===== config.mk =====
export PLATFORM = sky130hd
export DESIGN_NAME = binary_fraction_to_decimal_scaled
export DESIGN_NICKNAME = d
export VERILOG_FILES = /design/src/rtl/bfd_pkg.sv /design/src/rtl/binary_fraction_to_decimal_scaled.sv /design/src/rtl/bfd_serial_unit.sv
export SDC_FILE = /design/constraint.sdc
export NUM_CORES = 1
export LEC_CHECK = 0
export BUFFER_PORTS_ARGS = -buffer_cell sky130_fd_sc_hd__buf_2
export CAP_MARGIN = 15
export CELL_PAD_IN_SITES_DETAIL_PLACEMENT = 1
export CELL_PAD_IN_SITES_GLOBAL_PLACEMENT = 1
export CORE_ASPECT_RATIO = 0.75
export CORE_MARGIN = 1
export CORE_UTILIZATION = 51
export DETAILED_ROUTE_END_ITERATION = 10
export PLACE_DENSITY = 0.9
export REMOVE_ABC_BUFFERS = 1
export SKIP_CTS_REPAIR_TIMING = 1
export SLEW_MARGIN = 20
export SYNTH_ARGS = -nofsm -noshare
export SYNTH_HDL_FRONTEND = slang
export SYNTH_HIERARCHICAL = 1
export SYNTH_SLANG_ARGS = --single-unit

===== constraint.sdc =====
create_clock -name i_clk -period 9.2 [get_ports i_clk]
set_clock_uncertainty 0.2 [all_clocks]
set_input_delay 0.92 -clock i_clk [delete_from_list [all_inputs] [get_ports i_clk]]
set_output_delay 0.92 -clock i_clk [all_outputs]
set_load 0.01 [all_outputs]

===== src/rtl/bfd_pkg.sv =====
// Shared types and constants for the binary fraction to decimal converter.
`timescale 1ns / 1ps
`default_nettype none
package bfd_pkg;
    localparam int unsigned POINT_POS = 23;
    localparam int unsigned COEF_W    = 96;
    localparam int unsigned SIG_W     = 24;
    localparam int unsigned EXP_W     = 8;
    localparam int unsigned SCALE_W   = 5;
    localparam int unsigned K_W       = 9;

    // Operation requested of the serial arithmetic unit
    typedef enum logic [2:0] {
        OP_NONE = 3'b001,
        OP_MUL5 = 3'b010,
        OP_DIV10 = 3'b100
    } t_op;
endpackage
`default_nettype wire


===== src/rtl/binary_fraction_to_decimal_scaled.sv =====
// Top level: stream wrapper and sequencer of the decimal conversion.
//
// Slave channel: s_axis_tdata carries significand (bits 23:0) and exponent
// (bits 31:24, two's complement). Master channel: m_axis_tdata carries
// coefficient_low, coefficient_mid, coefficient_high, decimal_scale from
// bit 0 upwards, zero-filled to 104 bits.
// One item is worked at a time. With k = 23 - exponent, the serial unit
// runs k multiply-by-five passes and max(k - MAX_SCALE, 0) divide-by-ten
// passes, each through a one-bit datapath, then the rounding and output
// states follow; for k <= 0 the passes are skipped and the item goes
// straight to rounding.
// The result sits in an output register; s_axis_tready rises again as soon
// as it is loaded, so a new transaction is taken while the result waits.
// A stalled receiver holds the result; work on the next item stops at its
// end until the output register is free. Reset clears the state, valid and wait flags.
`timescale 1ns / 1ps
`default_nettype none
module binary_fraction_to_decimal_scaled #(
    parameter int unsigned MAX_SCALE  = 28,
    parameter int unsigned WORK_WIDTH = 320
) (
    input  wire logic         i_clk,
    input  wire logic         i_rst_n,
    input  wire logic         s_axis_tvalid,
    output logic              s_axis_tready,
    input  wire logic [31:0]  s_axis_tdata,  // significand[23:0], exponent[31:24]
    output logic              m_axis_tvalid,
    input  wire logic         m_axis_tready,
    output logic [103:0]      m_axis_tdata   // coef low, mid, high, scale[100:96]
);
    import bfd_pkg::*;

    typedef enum logic [4:0] {
        S_IDLE = 5'b00001,
        S_MUL  = 5'b00010,
        S_DIV  = 5'b00100,
        S_RND  = 5'b01000,
        S_OUT  = 5'b10000
    } t_state;

    t_state              r_state, n_state;
    logic [K_W-1:0]      r_left, n_left;
    logic [SCALE_W-1:0]  r_scale, n_scale;
    logic                r_sticky, n_sticky;
    logic [3:0]          r_last, n_last;
    logic                r_wait, n_wait;
    logic                r_ovalid, n_ovalid;
    logic [103:0]        r_odata, n_odata;
    logic                w_load;
    t_op                 w_op;
    logic                w_done;
    logic [3:0]          w_rem;
    logic [WORK_WIDTH-1:0] w_work;
    logic signed [K_W-1:0] w_k;
    logic [COEF_W-1:0]   w_coef;
    logic                w_up;

    assign s_axis_tready = (r_state == S_IDLE);
    assign w_load = s_axis_tvalid && s_axis_tready;
    assign w_k = K_W'(POINT_POS) - {s_axis_tdata[31], s_axis_tdata[31:24]};
    assign w_coef = w_work[COEF_W-1:0];
    assign w_up = (r_last > 4'd5) ||
                  (r_last == 4'd5 && (r_sticky || w_coef[0]));

    bfd_serial_unit #(.WORK_WIDTH(WORK_WIDTH)) u_unit (
        .i_clk  (i_clk),
        .i_rst_n(i_rst_n),
        .i_load (w_load),
        .i_sig  (s_axis_tdata[SIG_W-1:0]),
        .i_op   (w_op),
        .o_done (w_done),
        .o_rem  (w_rem),
        .o_work (w_work)
    );

    // Sequence the passes and round
    always_comb begin
        n_state  = r_state;
        n_left   = r_left;
        n_scale  = r_scale;
        n_sticky = r_sticky;
        n_last   = r_last;
        n_wait   = r_wait;
        n_ovalid = r_ovalid;
        n_odata  = r_odata;
        w_op     = OP_NONE;
        if (r_ovalid && m_axis_tready) n_ovalid = 1'b0;
        case (r_state)
            S_IDLE: begin
                if (w_load) begin
                    n_sticky = 1'b0;
                    n_last   = '0;
                    n_wait   = 1'b0;
                    if (w_k <= 0) begin
                        n_scale = '0;
                        n_left  = '0;
                        n_state = S_RND;
                    end else begin
                        n_left  = K_W'(w_k);
                        n_scale = SCALE_W'(w_k > K_W'(MAX_SCALE) ? MAX_SCALE
                                                                 : w_k);
                        n_state = S_MUL;
                    end
                end
            end
            S_MUL: begin
                if (!r_wait) begin
                    w_op   = OP_MUL5;
                    n_wait = 1'b1;
                end else if (w_done) begin
                    n_wait = 1'b0;
                    n_left = r_left - 1'b1;
                    if (r_left == K_W'(1)) n_state = S_RND;
                end
            end
            S_DIV: begin
                if (!r_wait) begin
                    w_op   = OP_DIV10;
                    n_wait = 1'b1;
                end else if (w_done) begin
                    n_wait = 1'b0;
                    if (r_last != 4'd0) n_sticky = 1'b1;
                    n_last = w_rem;
                    n_left = r_left - 1'b1;
                    if (r_left == K_W'(1)) n_state = S_RND;
                end
            end
            S_RND: begin
                n_state = S_OUT;
            end
            S_OUT: begin
                if (!r_ovalid || m_axis_tready) begin
                    n_ovalid = 1'b1;
                    n_odata  = {3'b000, r_scale,
                                w_coef + (w_up ? COEF_W'(1) : COEF_W'(0))};
                    n_state  = S_IDLE;
                end
            end
            default: n_state = S_IDLE;
        endcase
    end

    // Divide passes needed after multiplying, latched at accept
    logic [K_W-1:0] r_ndiv;
    always_ff @(posedge i_clk) begin
        if (w_load)
            r_ndiv <= (w_k > K_W'(MAX_SCALE)) ? K_W'(w_k - K_W'(MAX_SCALE)) : '0;
    end

    always_ff @(posedge i_clk) begin
        if (!i_rst_n) begin
            r_state  <= S_IDLE;
            r_ovalid <= 1'b0;
            r_wait   <= 1'b0;
        end else begin
            r_ovalid <= n_ovalid;
            r_wait   <= n_wait;
            if (r_state == S_MUL && n_state == S_RND && r_ndiv != '0)
                r_state <= S_DIV;
            else
                r_state <= n_state;
        end
        r_left   <= (r_state == S_MUL && n_state == S_RND && r_ndiv != '0) ? r_ndiv
                    : n_left;
        r_scale  <= n_scale;
        r_sticky <= n_sticky;
        r_last   <= n_last;
        r_odata  <= n_odata;
    end

    assign m_axis_tvalid = r_ovalid;
    assign m_axis_tdata  = r_odata;

    property p_hold;
        @(posedge i_clk) disable iff (!i_rst_n)
            (r_ovalid && !m_axis_tready) |=> (r_ovalid && $stable(r_odata));
    endproperty
    a_hold: assert property (p_hold) else $error("output changed");
    property p_scale;
        @(posedge i_clk) disable iff (!i_rst_n)
            m_axis_tvalid |-> (m_axis_tdata[100:96] <= SCALE_W'(MAX_SCALE));
    endproperty
    a_scale: assert property (p_scale) else $error("scale out of range");
    property p_busy;
        @(posedge i_clk) disable iff (!i_rst_n)
            (r_state != S_IDLE) |-> !s_axis_tready;
    endproperty
    a_busy: assert property (p_busy) else $error("ready while busy");
    property p_accept;
        @(posedge i_clk) disable iff (!i_rst_n)
            (s_axis_tvalid && s_axis_tready) |=> (r_state != S_IDLE);
    endproperty
    a_accept: assert property (p_accept) else $error("accept lost");
endmodule
`default_nettype wire


===== src/rtl/bfd_serial_unit.sv =====
// Bit-serial multiply-by-five and divide-by-ten unit over the working value.
`timescale 1ns / 1ps
`default_nettype none
module bfd_serial_unit #(
    parameter int unsigned WORK_WIDTH = 320
) (
    input  wire logic                  i_clk,
    input  wire logic                  i_rst_n,
    input  wire logic                  i_load,
    input  wire logic [bfd_pkg::SIG_W-1:0] i_sig,
    input  wire bfd_pkg::t_op          i_op,
    output logic                       o_done,
    output logic [3:0]                 o_rem,
    output logic [WORK_WIDTH-1:0]      o_work
);
    import bfd_pkg::*;

    localparam int unsigned CNT_W = $clog2(WORK_WIDTH + 1);

    logic [WORK_WIDTH-1:0] r_work, n_work;
    logic [CNT_W-1:0]      r_cnt, n_cnt;
    logic                  r_busy, n_busy;
    logic [2:0]            r_carry, n_carry;
    logic [3:0]            r_rem, n_rem;
    logic                  r_done, n_done;
    t_op                   r_op, n_op;
    logic [4:0]            w_rem2;
    logic [3:0]            w_sum;

    // One bit per cycle: LSB-first rotate for x5, MSB-first rotate for /10
    always_comb begin
        n_work  = r_work;
        n_cnt   = r_cnt;
        n_busy  = r_busy;
        n_carry = r_carry;
        n_rem   = r_rem;
        n_done  = 1'b0;
        n_op    = r_op;
        w_sum   = {1'b0, r_work[0], 2'b00} + {3'b000, r_work[0]}
                  + {1'b0, r_carry};
        w_rem2  = {r_rem, r_work[WORK_WIDTH-1]};
        if (i_load) begin
            n_work = {{(WORK_WIDTH-SIG_W){1'b0}}, i_sig};
            n_busy = 1'b0;
        end else if (!r_busy && i_op != OP_NONE) begin
            n_busy  = 1'b1;
            n_op    = i_op;
            n_cnt   = '0;
            n_carry = '0;
            n_rem   = '0;
        end else if (r_busy) begin
            case (r_op)
                OP_MUL5: begin
                    n_work  = {w_sum[0], r_work[WORK_WIDTH-1:1]};
                    n_carry = w_sum[3:1];
                end
                OP_DIV10: begin
                    if (w_rem2 >= 5'd10) begin
                        n_rem  = 4'(w_rem2 - 5'd10);
                        n_work = {r_work[WORK_WIDTH-2:0], 1'b1};
                    end else begin
                        n_rem  = w_rem2[3:0];
                        n_work = {r_work[WORK_WIDTH-2:0], 1'b0};
                    end
                end
                default: ;
            endcase
            n_cnt = r_cnt + 1'b1;
            if (r_cnt == CNT_W'(WORK_WIDTH - 1)) begin
                n_busy = 1'b0;
                n_done = 1'b1;
            end
        end
    end

    always_ff @(posedge i_clk) begin
        if (!i_rst_n) begin
            r_busy <= 1'b0;
            r_done <= 1'b0;
            r_op   <= OP_NONE;
        end else begin
            r_busy <= n_busy;
            r_done <= n_done;
            r_op   <= n_op;
        end
        r_work  <= n_work;
        r_cnt   <= n_cnt;
        r_carry <= n_carry;
        r_rem   <= n_rem;
    end

    assign o_done = r_done;
    assign o_rem  = r_rem;
    assign o_work = r_work;
endmodule
`default_nettype wire

* Word-level counts from Yosys, hierarchy flattened
Cells that the tools add are included.
Cells by class: reduce and logical (&&, ||, !) cells 39, bitwise gates (word level) 4, add/subtract/negate cells 8, mux-type cells 49, equality and inequality tests 20, magnitude comparators 4
Operators by type and width (count):
- one-hot mux 320 bit (2 select lines) | 1
- adder 96 x 1 -> 96 bit | 1
- 2-to-1 mux 24 bit | 3
- 2-to-1 mux 9 bit | 6
- 2-to-1 mux 5 bit | 6
- 2-to-1 mux 4 bit | 7
- one-hot mux 5 bit (4 select lines) | 1
- one-hot mux 9 bit (2 select lines) | 1
- 2-to-1 mux 1 bit | 15
- nonzero test 2 bit | 7
- 2-to-1 mux 3 bit | 4
- AND reduction 3 bit | 4
- == test 5 x 4 -> 1 bit, second input constant | 2
- AND reduction 2 bit | 5
- adder 9 x 1 -> 9 bit, second input constant | 1
- == test 9 x 1 -> 1 bit, second input constant | 1
- == test 9 bit, second input constant | 1
- greater-than comparator 9 x 5 -> 1 bit, second input constant | 1
- <= comparator 9 x 1 -> 1 bit, second input constant | 1
- != test 3 x 1 -> 1 bit, second input constant | 3
- nonzero test 9 bit | 1
- subtractor 6 x 8 -> 9 bit, first input constant | 1
- subtractor 9 x 1 -> 9 bit, second input constant | 1
- subtractor 9 x 5 -> 9 bit, second input constant | 1
- 29 further kinds | 49
Word-level totals: word-level logic and storage cells 143, output and inout port bits 106, input port bits 36, register bits 477

* Depth between registers and ports, before layout
Gate-level depths: netlist (run 1).
word-level depth 10, mapped depth 11, gate-level depth less buffers 10

* By module
Netlist (run 1), hierarchy kept.
Modules (own cells, without submodules):
- bfd_serial_unit | cells each 1887, sequential area each 7226.9 µm², area an instance 15366.0 µm², times used 1
- binary_fraction_to_decimal_scaled | cells each 645, sequential area each 4013.8 µm², area an instance 7211.9 µm², times used 1

* Least setup slack after synthesis (run 1)
Ideal clock, no wire load.
kind in2reg, from input port m_axis_tready, to register r_state[0], data arrival time 6.222 ns, path buffers 0, slack 2.685 ns, setup time 0.093 ns, stages 4, required time 8.907 ns, cells stage by stage nand2b_1 > nor2b_1 > o32ai_1 > o2111ai_1
On the way: word-level cells in the longest chain between the ends 7
RTL lines:
- start, declared | line binary_fraction_to_decimal_scaled.sv:28 | input wire logic m_axis_tready,
- logical OR 1 bit * | line binary_fraction_to_decimal_scaled.sv:132 | if (!r_ovalid || m_axis_tready) begin
- 2-to-1 mux 5 bit * | line binary_fraction_to_decimal_scaled.sv:132
- one-hot mux 5 bit (4 select lines) * | line binary_fraction_to_decimal_scaled.sv:88 | case (r_state)
- == test 5 x 4 -> 1 bit | line binary_fraction_to_decimal_scaled.sv:158 | if (r_state == S_MUL && n_state == S_RND && r_ndiv != '0)
- logical AND 1 bit (2 in series) | line binary_fraction_to_decimal_scaled.sv:158
- 2-to-1 mux 3 bit * | line binary_fraction_to_decimal_scaled.sv:158
- end signal, assigned | line binary_fraction_to_decimal_scaled.sv:161 | r_state <= n_state;
- end, declared | line binary_fraction_to_decimal_scaled.sv:41 | t_state r_state, n_state;
Every way passes the cells marked *; elsewhere a longest branch is shown, timed or not. A chain may end at the register's enable or synchronous reset.

* Worst setup path after layout (run 1)
from register u_unit.r_work[0] (netlist: u_unit/o_work[0]), to register r_odata[88] (netlist: m_axis_tdata[88]), data pin
On the way: word-level cells in the longest chain between the ends 5
RTL lines:
- start, declared | line bfd_serial_unit.sv:20 | logic [WORK_WIDTH-1:0] r_work, n_work;
- start signal, assigned | line bfd_serial_unit.sv:86 | r_work <= n_work;
- logical OR 1 bit | line binary_fraction_to_decimal_scaled.sv:63 | (r_last == 4'd5 && (r_sticky || w_coef[0]));
- logical AND 1 bit | line binary_fraction_to_decimal_scaled.sv:63
- logical OR 1 bit | line binary_fraction_to_decimal_scaled.sv:62 | assign w_up = (r_last > 4'd5) ||
- 2-to-1 mux 1 bit | line binary_fraction_to_decimal_scaled.sv:135 | w_coef + (w_up ? COEF_W'(1) : COEF_W'(0))};
- adder 96 x 1 -> 96 bit * | line binary_fraction_to_decimal_scaled.sv:135
- end signal, assigned | line binary_fraction_to_decimal_scaled.sv:168 | r_odata <= n_odata;
- end, declared | line binary_fraction_to_decimal_scaled.sv:48 | logic [103:0] r_odata, n_odata;
Marks and branches as above.

==> results of run 1 <==
## layer usage
| metal | GRT usage [%] | part of all wire (%) | vias to the layer above |
|---|---|---|---|
| li1 | - | - | 9187 |
| met1 | 36.8 | 43 | 9980 |
| met2 | 48.4 | 50 | 529 |
| met3 | 3.32 | 4.6 | 130 |
| met4 | 8.33 | 2.5 | 0 |
| met5 | 0 | 0 | - |
## power by group through the flow
stage | Combinational, mW | Clock, mW | Sequential (mW)
floorplan | 0.173 | 0 | 2.32
CTS | 0.253 | 2.16 | 2.29
global placement | 0.233 | 0 | 2.33
detailed placement | 0.248 | 0 | 2.34
finish | 0.260 | 2.14 | 2.30
global route | 0.282 | 2.24 | 2.30
## worst max-delay path by stage
stage                          startpoint                         end  slack (ps)
5_1_grt        u_unit/o_work[0]$_DFFE_PP_  m_axis_tdata[88]$_DFFE_PP_        4550
2_1_floorplan    u_unit/r_busy$_SDFF_PP0_  u_unit/o_work[0]$_DFFE_PP_       -7380
6_report       u_unit/o_work[0]$_DFFE_PP_  m_axis_tdata[88]$_DFFE_PP_        4790
3_5_place_dp   u_unit/o_work[0]$_DFFE_PP_  m_axis_tdata[92]$_DFFE_PP_        5010
3_3_place_gp   u_unit/o_work[0]$_DFFE_PP_  m_axis_tdata[88]$_DFFE_PP_        5190
4_1_cts        u_unit/o_work[0]$_DFFE_PP_  m_axis_tdata[88]$_DFFE_PP_        4820
## logic make-up (layout without fill, tap and decap cells)
| family | Yosys count | after routing | synth area share [%] |
|---|---|---|---|
| compound gates | 677 | 677 | 20.3 |
| xor+xnor | 113 | 113 | 4.42 |
| fa+ha+maj | 13 | 13 | 0.720 |
| buf+inv | 256 | 272 | 4.77 |
| flops | 477 | 477 | 49.8 |
| mux | 31 | 31 | 1.40 |
| other cells | 1 | 3 | 0.0166 |
| simple gates | 964 | 964 | 18.6 |
## worst max-delay path: stages (launching register included)
cell      delay [ps]
edfxtp_1         450
o21a_1           140
o21ai_0           70
nand2b_1         100
ha_1             220
ha_1             240
and4_1           290
nor3b_2          670
nand4_1          970
nor4_1           670
xor2_1           130
## flip-flops by register name (all words and copies together), names as in the netlist
signal,count
r_state,5
r_last,4
m_axis_tvalid,1
r_wait,1
u_unit/r_cnt,9
m_axis_tdata,101
u_unit/r_carry,3
u_unit/r_op,3
u_unit/r_busy,1
r_sticky,1
u_unit/o_rem,4
r_left,9
u_unit/o_done,1
r_ndiv,9
r_scale,5
u_unit/o_work,320
## layout make-up
class / instances / area [um^2] / area share, %
tap: 578 / 723 / 2.89
timing repair buffer: 154 / 913 / 3.65
sequential: 477 / 11200 / 44.9
clock buffer: 65 / 1420 / 5.69
inverter: 31 / 116 / 0.465
clock inverter: 22 / 292 / 1.17
multi-input combinational: 1801 / 10300 / 41.2
## Yosys cell counts, types with 5 or more instances
master and number:
nor4_1 33, nand4_1 31, nor3_1 44, edfxtp_1 169
and3_1 6, nor3b_1 5, nor2_1 60, buf_1 16
inv_1 31, nand2_1 679, and4_1 10, buf_2 72
a311oi_1 297, buf_4 7, or3_1 5, xnor2_1 45
nand2b_1 7, a21oi_1 316, ha_1 13, mux2_2 5
xor2_1 67, and2_1 9, o21ai_0 37, clkbuf_1 130
nor2b_1 12, dfxtp_1 308, nand3_1 41, mux2i_1 26
## through the flow
| stage | hold slack [ps] | setup TNS (ps) |
|---|---|---|
| CTS | 224 | 0 |
| detailed placement | 207 | 0 |
| global route | 232 | 0 |
| finish | 217 | 0 |
| global placement | 204 | 0 |
| floorplan | 200 | -2237680 |
==> results.cfg, run 1 <==
[clock_tree]
cts_max_level = 2
cts_tree = done
cts_made_buffers = 47
worstSkewPairLatency_ps = 580
root_buffer = clkbuf_16
cts.sinks = 477
path_clk_slew_ps = 70
cts_buffer_depth = 3

[power_and_ir_drop]
clkPwrFrac_pct = 45.5
power_mw = 4.69
power_switching_mw = 1.09
total_leakage_power_nw = 7.42
intPower_mw = 3.60
pwr-share-comb_pct = 5.5
seqPwrFrac_pct = 48.9
p_per_area_nw_per_um2 = 188
p_sw_share_pct = 23.2
ir_drop_uv = 135

[sta]
max_freq_mhz = 227
slew_viol_final = 0
worst_slack_ps = 4790
grt_setup_unrepaired = no
period_minus_slack_ps = 4410
setup_viol = 0
hold_viol = 0
slew_headroom_pct = 26.9
fin_crit_sh_pct = 48.0
worstMarginPinSlew_ps = 1090

[critical_path]
cp.arrival_ps = 4520
endpoint_kind = register
path_class = register to register
r2r_cells = 10
crit_path_start_kind = register
regToRegStartpoint = u_unit/o_work[0]$_DFFE_PP_
crit_required_ps = 9310
reg2reg_slack_ps = 4790
critPathMaxFanout = 16
r2r_end = m_axis_tdata[88]$_DFFE_PP_

[worst_hold_path]
worstHoldStart = r_scale[2]$_SDFFCE_PP0P_
holdPathStages = 0
holdPathEnd = m_axis_tdata[98]$_DFFE_PP_
holdCritPathClass = register to register

[logic_synthesis]
syn_inst = 2532
yosysTopAreaCellShare_pct = 27.3
ys_seq_elements = 477
synth_edf_count = 169
synthTopCellsByArea = dfxtp_1, edfxtp_1, a311oi_1
synthDistinctLibCells = 60
ys.flop_type = dfxtp_1
synth.yosys.warnings = 6
async_flop_share_pct = 0
syn_avg_cell_area_um2 = 8.92
synth.yosys.seq_area_share_pct = 49.8
yosysTopAreaCell = dfxtp_1
synth_area_um2 = 22600

[placed_design]
io_buffers = 138
hpwlAfterDp_mm = 36.7
dpl_worst_slack_ps = 5010
gp_congestion = 0.831
dp.cells = 3039
placed_area_um2 = 23200

[layout]
layout_common_cells = nand2_1, a21oi_1, dfxtp_1
diodes = 0
nFillCells = 4942
drive_gt1_share_pct = 9.88
final_common_cell = nand2_1
stdcell_count = 3128
utilization_pct = 57.5
design_area_um2 = 25000
area.growth.synth_to_final_pct = 10.8
final_nets = 2561

[routing]
remaining_drc_errors = 0
viasPerCell = 6.34
drt-total-wl_mm = 64.6
vias = 19826
wire_per_inst_um = 20.7
dr.pass1.iters = 7
drt_iter0_drc = 1782
final_antenna_net_count = 0

[grt]
antenna_found_initial = 0
grt_max_degree = 253
grt_pass1_vias = 19918
grt_usage_pct = 28.0
grt_pass1_wl_mm = 105
grt_remaining_overflow = 0

[run_status]
status = completed

[die]
die_area_um2 = 45100
die_h_um = 184
rows = 66
ios = 142
start_util_pct = 51.9
coreArea_um2 = 43500
fp.dieW_um = 245

[flow_run]
maxCapViolations = 0
Power figures use the tool's default switching activity.
==> run 2: changes to the inputs <==
--- a/config.mk
+++ b/config.mk
@@ -5,15 +5,16 @@
 export SDC_FILE = /design/constraint.sdc
 export NUM_CORES = 1
 export LEC_CHECK = 0
+export ABC_AREA = 1
 export BUFFER_PORTS_ARGS = -buffer_cell sky130_fd_sc_hd__buf_2
 export CAP_MARGIN = 15
 export CELL_PAD_IN_SITES_DETAIL_PLACEMENT = 1
 export CELL_PAD_IN_SITES_GLOBAL_PLACEMENT = 1
 export CORE_ASPECT_RATIO = 0.75
 export CORE_MARGIN = 1
-export CORE_UTILIZATION = 51
+export CORE_UTILIZATION = 44
 export DETAILED_ROUTE_END_ITERATION = 10
-export PLACE_DENSITY = 0.9
+export PLACE_DENSITY = 0.84
 export REMOVE_ABC_BUFFERS = 1
 export SKIP_CTS_REPAIR_TIMING = 1
 export SLEW_MARGIN = 20
==> constraint.sdc (replaced) <==
create_clock -name i_clk -period 4.18 [get_ports i_clk]
set_clock_uncertainty 0.2 [all_clocks]
set_input_delay 0.418 -clock i_clk [delete_from_list [all_inputs] [get_ports i_clk]]
set_output_delay 0.418 -clock i_clk [all_outputs]
set_load 0.01 [all_outputs]
==> run 2 against run 1 <==
The run now ends with negative hold slack left. Clock power rose by 110%. Maximum frequency grew 43%. Total power increased by 120%. Register-to-register slack lost 3700 ps. Sequential power increased by 120%. Final area increased by 19%. Critical path type unchanged. Critical endpoint is now m_axis_tdata[92]$_DFFE_PP_. Largest power group unchanged.
==> results.cfg, run 2 <==
[run_status]
status = complete, but fails checks
violations = negative hold slack

[routing]
viasPerCell = 5.15
wl_met3_mm = 6.48
dr.pass1.iters = 5
vias = 26099
wire_per_inst_um = 16.8
dr_wl_met2_mm = 37.2
drt_iter0_drc = 1947
drt-total-wl_mm = 85.3
final_antenna_net_count = 0
remaining_drc_errors = 0
dr.max_layer_used = met5
wl_met1_mm = 39.8

[sta]
max_freq_mhz = 324
hold-worst-slack_ps = -25.4
slew_viol_final = 0
fin_crit_sh_pct = 73.8
worstMarginPinSlew_ps = 1150
hold_viol = 3
slew_headroom_pct = 23.0
period_minus_slack_ps = 3080
grt_setup_unrepaired = no
worst_slack_ps = 1100
setup_viol = 0

[logic_synthesis]
synth.yosys.warnings = 6
ys_seq_elements = 477
yosysTopAreaCell = dfxtp_1
synthTopCellsByArea = dfxtp_1, nand2_1, edfxtp_1
ys.flop_type = dfxtp_1
synth_area_um2 = 26800
async_flop_share_pct = 0
synth.yosys.seq_area_share_pct = 41.9
synthDistinctLibCells = 38
syn_avg_cell_area_um2 = 6.38
syn_inst = 4208
synth_edf_count = 169
synthTopCellsByCount = nand2_1, nor2_1, inv_1, nand3_1, dfxtp_1
post-synth-top-count-cell = nand2_1
yosysTopAreaCellShare_pct = 23.0

[critical_path]
cpMostUsedCell = nand2_1
crit_family = simple AND/OR/NAND/NOR gates
r2r_end = m_axis_tdata[92]$_DFFE_PP_
reg2reg_slack_ps = 1100
regToRegStartpoint = u_unit/o_work[0]$_DFFE_PP_
r2r_cells = 11
slowest_delay_ps = 510
critPathMaxFanout = 6
cp_num_buf_inv = 1
path_class = register to register
crit_slowest_cell = nor2_1
crit_chain = nor3_1 > o21bai_1 > ha_1 > ha_1 > nand3_1 > nor2_1 > nand2_1 > inv_1 > nand2_1 > nand2_1 > nand2_1
crit_path_start_kind = register
crit_required_ps = 4330
cp.arrival_ps = 3240
endpoint_kind = register

[flow_run]
maxCapViolations = 0

[grt]
antenna_found_initial = 16
grt_pass1_wl_mm = 137
grt_remaining_overflow = 0
grt_usage_pct = 27.3
grt_pass1_vias = 25460
grt_max_degree = 230

[worst_hold_path]
worstHoldStart = s_axis_tdata[7]
holdCritPathClass = input port to register
holdPathStages = 3
holdPathEnd = u_unit/o_work[7]$_DFFE_PP_

[clock_tree]
path_clk_slew_ps = 70
cts_tree = done
cts_made_buffers = 51
root_buffer = clkbuf_16
cts.sinks = 477
cts_buffer_depth = 3
worstSkewPairLatency_ps = 610
cts_max_level = 2

[placed_design]
io_buffers = 138
hpwlAfterDp_mm = 57.1
dpl_worst_slack_ps = 1190
placed_area_um2 = 27900
gp_congestion = 1.00

[layout]
largest_reg_flops = 320
final_nets = 4278
layout_common_cells = nand2_1, nor2_1, inv_1
drive_gt1_share_pct = 6.28
area.growth.synth_to_final_pct = 10.7
design_area_um2 = 29700
final_common_cell = nand2_1

[die]
fp.dieW_um = 287
start_util_pct = 45.0
die_area_um2 = 62000
die_h_um = 216
rows = 77
coreArea_um2 = 59600
ios = 142

[power_and_ir_drop]
total_leakage_power_nw = 15.3
ir_drop_uv = 231
p_per_area_nw_per_um2 = 347
run 2: cell types whose count changed after synthesis, moves of 26 or more:
cell | previous run | this run
a21oi_1 | 316 | 27
a311oi_1 | 297 | 0
buf_2 | 72 | 136
clkbuf_1 | 130 | 61
inv_1 | 31 | 447
mux2i_1 | 26 | 0
nand2_1 | 679 | 1597
nand3_1 | 41 | 355
nor2_1 | 60 | 832
nor4_1 | 33 | 2
o21ai_0 | 37 | 6
run 2: kinds of logic (layout without fill, tap and decap cells):
logic type	Yosys count	in the layout	share of synthesized area (%)
other	1	7	0.0140
AO/OA/AOI/OAI	61	61	1.28
AND/OR/NAND/NOR	2905	2905	43.4
flip-flops	477	477	41.9
XOR/XNOR	88	88	2.87
buffers and inverters	663	723	9.99
adder cells (fa/ha/maj)	13	13	0.606
run 2: routing by layer:
layer,global-route usage [%],vias up
met1,38.4,12476
met5,0,-
met4,6.44,12
met2,41.8,614
met3,6.86,111
li1,-,12886
run 2: worst reg2reg max path, cell delays in order (launching register included):
cell      delay, ps
edfxtp_1        440
nor3_1          100
o21bai_1        180
ha_1            340
ha_1            360
nand3_1         210
nor2_1          510
nand2_1         210
inv_1           120
nand2_1          60
nand2_1          60
nand2_1          50
run 2: metrics by stage:
stage | TNS [ps] | std cells | total power [mW] | util [%] | hold slack (ps)
6_report | 0 | 5064 | 10.3 | 49.8 | -25.4
5_1_grt | 0 | 5061 | 10.7 | 49.8 | 7.56
4_1_cts | 0 | 5045 | 10.4 | 49.5 | -137
3_5_place_dp | 0 | 4951 | 5.81 | 46.7 | 206
3_3_place_gp | 0 | 4951 | 5.80 | 46.7 | 203
2_1_floorplan | -3775770 | 3999 | 5.53 | - | 200
run 2: worst max-delay path by stage:
stage | depth (start not counted) | from | slack (ps) | end
2_1_floorplan | 4 | u_unit/r_op[2]$_SDFFE_PN0P_ | -11380 | u_unit/o_work[0]$_DFFE_PP_
3_3_place_gp | 11 | r_last[1]$_SDFFCE_PN0P_ | 1420 | m_axis_tdata[64]$_DFFE_PP_
3_5_place_dp | 11 | r_last[1]$_SDFFCE_PN0P_ | 1190 | m_axis_tdata[48]$_DFFE_PP_
4_1_cts | 10 | u_unit/o_work[0]$_DFFE_PP_ | 1170 | m_axis_tdata[48]$_DFFE_PP_
5_1_grt | 11 | u_unit/o_work[0]$_DFFE_PP_ | 930 | m_axis_tdata[92]$_DFFE_PP_
6_report | 11 | u_unit/o_work[0]$_DFFE_PP_ | 1100 | m_axis_tdata[92]$_DFFE_PP_
run 2: final cells by class:
cell class                 count  area [um^2]
timing repair buffer         177         1150
sequential                   477        11200
tap                          790          988
fill                        8082        29900
multi-input combinational   3070        13000
clock inverter                17          141
inverter                     452         1700
antenna                        4         10.0
clock buffer                  77         1500
run 2: where the power goes:
| part | switching [mW] | internal, mW |
|---|---|---|
| clock | 1.97 | 2.60 |
| sequential | 0.0986 | 4.92 |
| combinational | 0.547 | 0.175 |
| total | 2.61 | 7.70 |
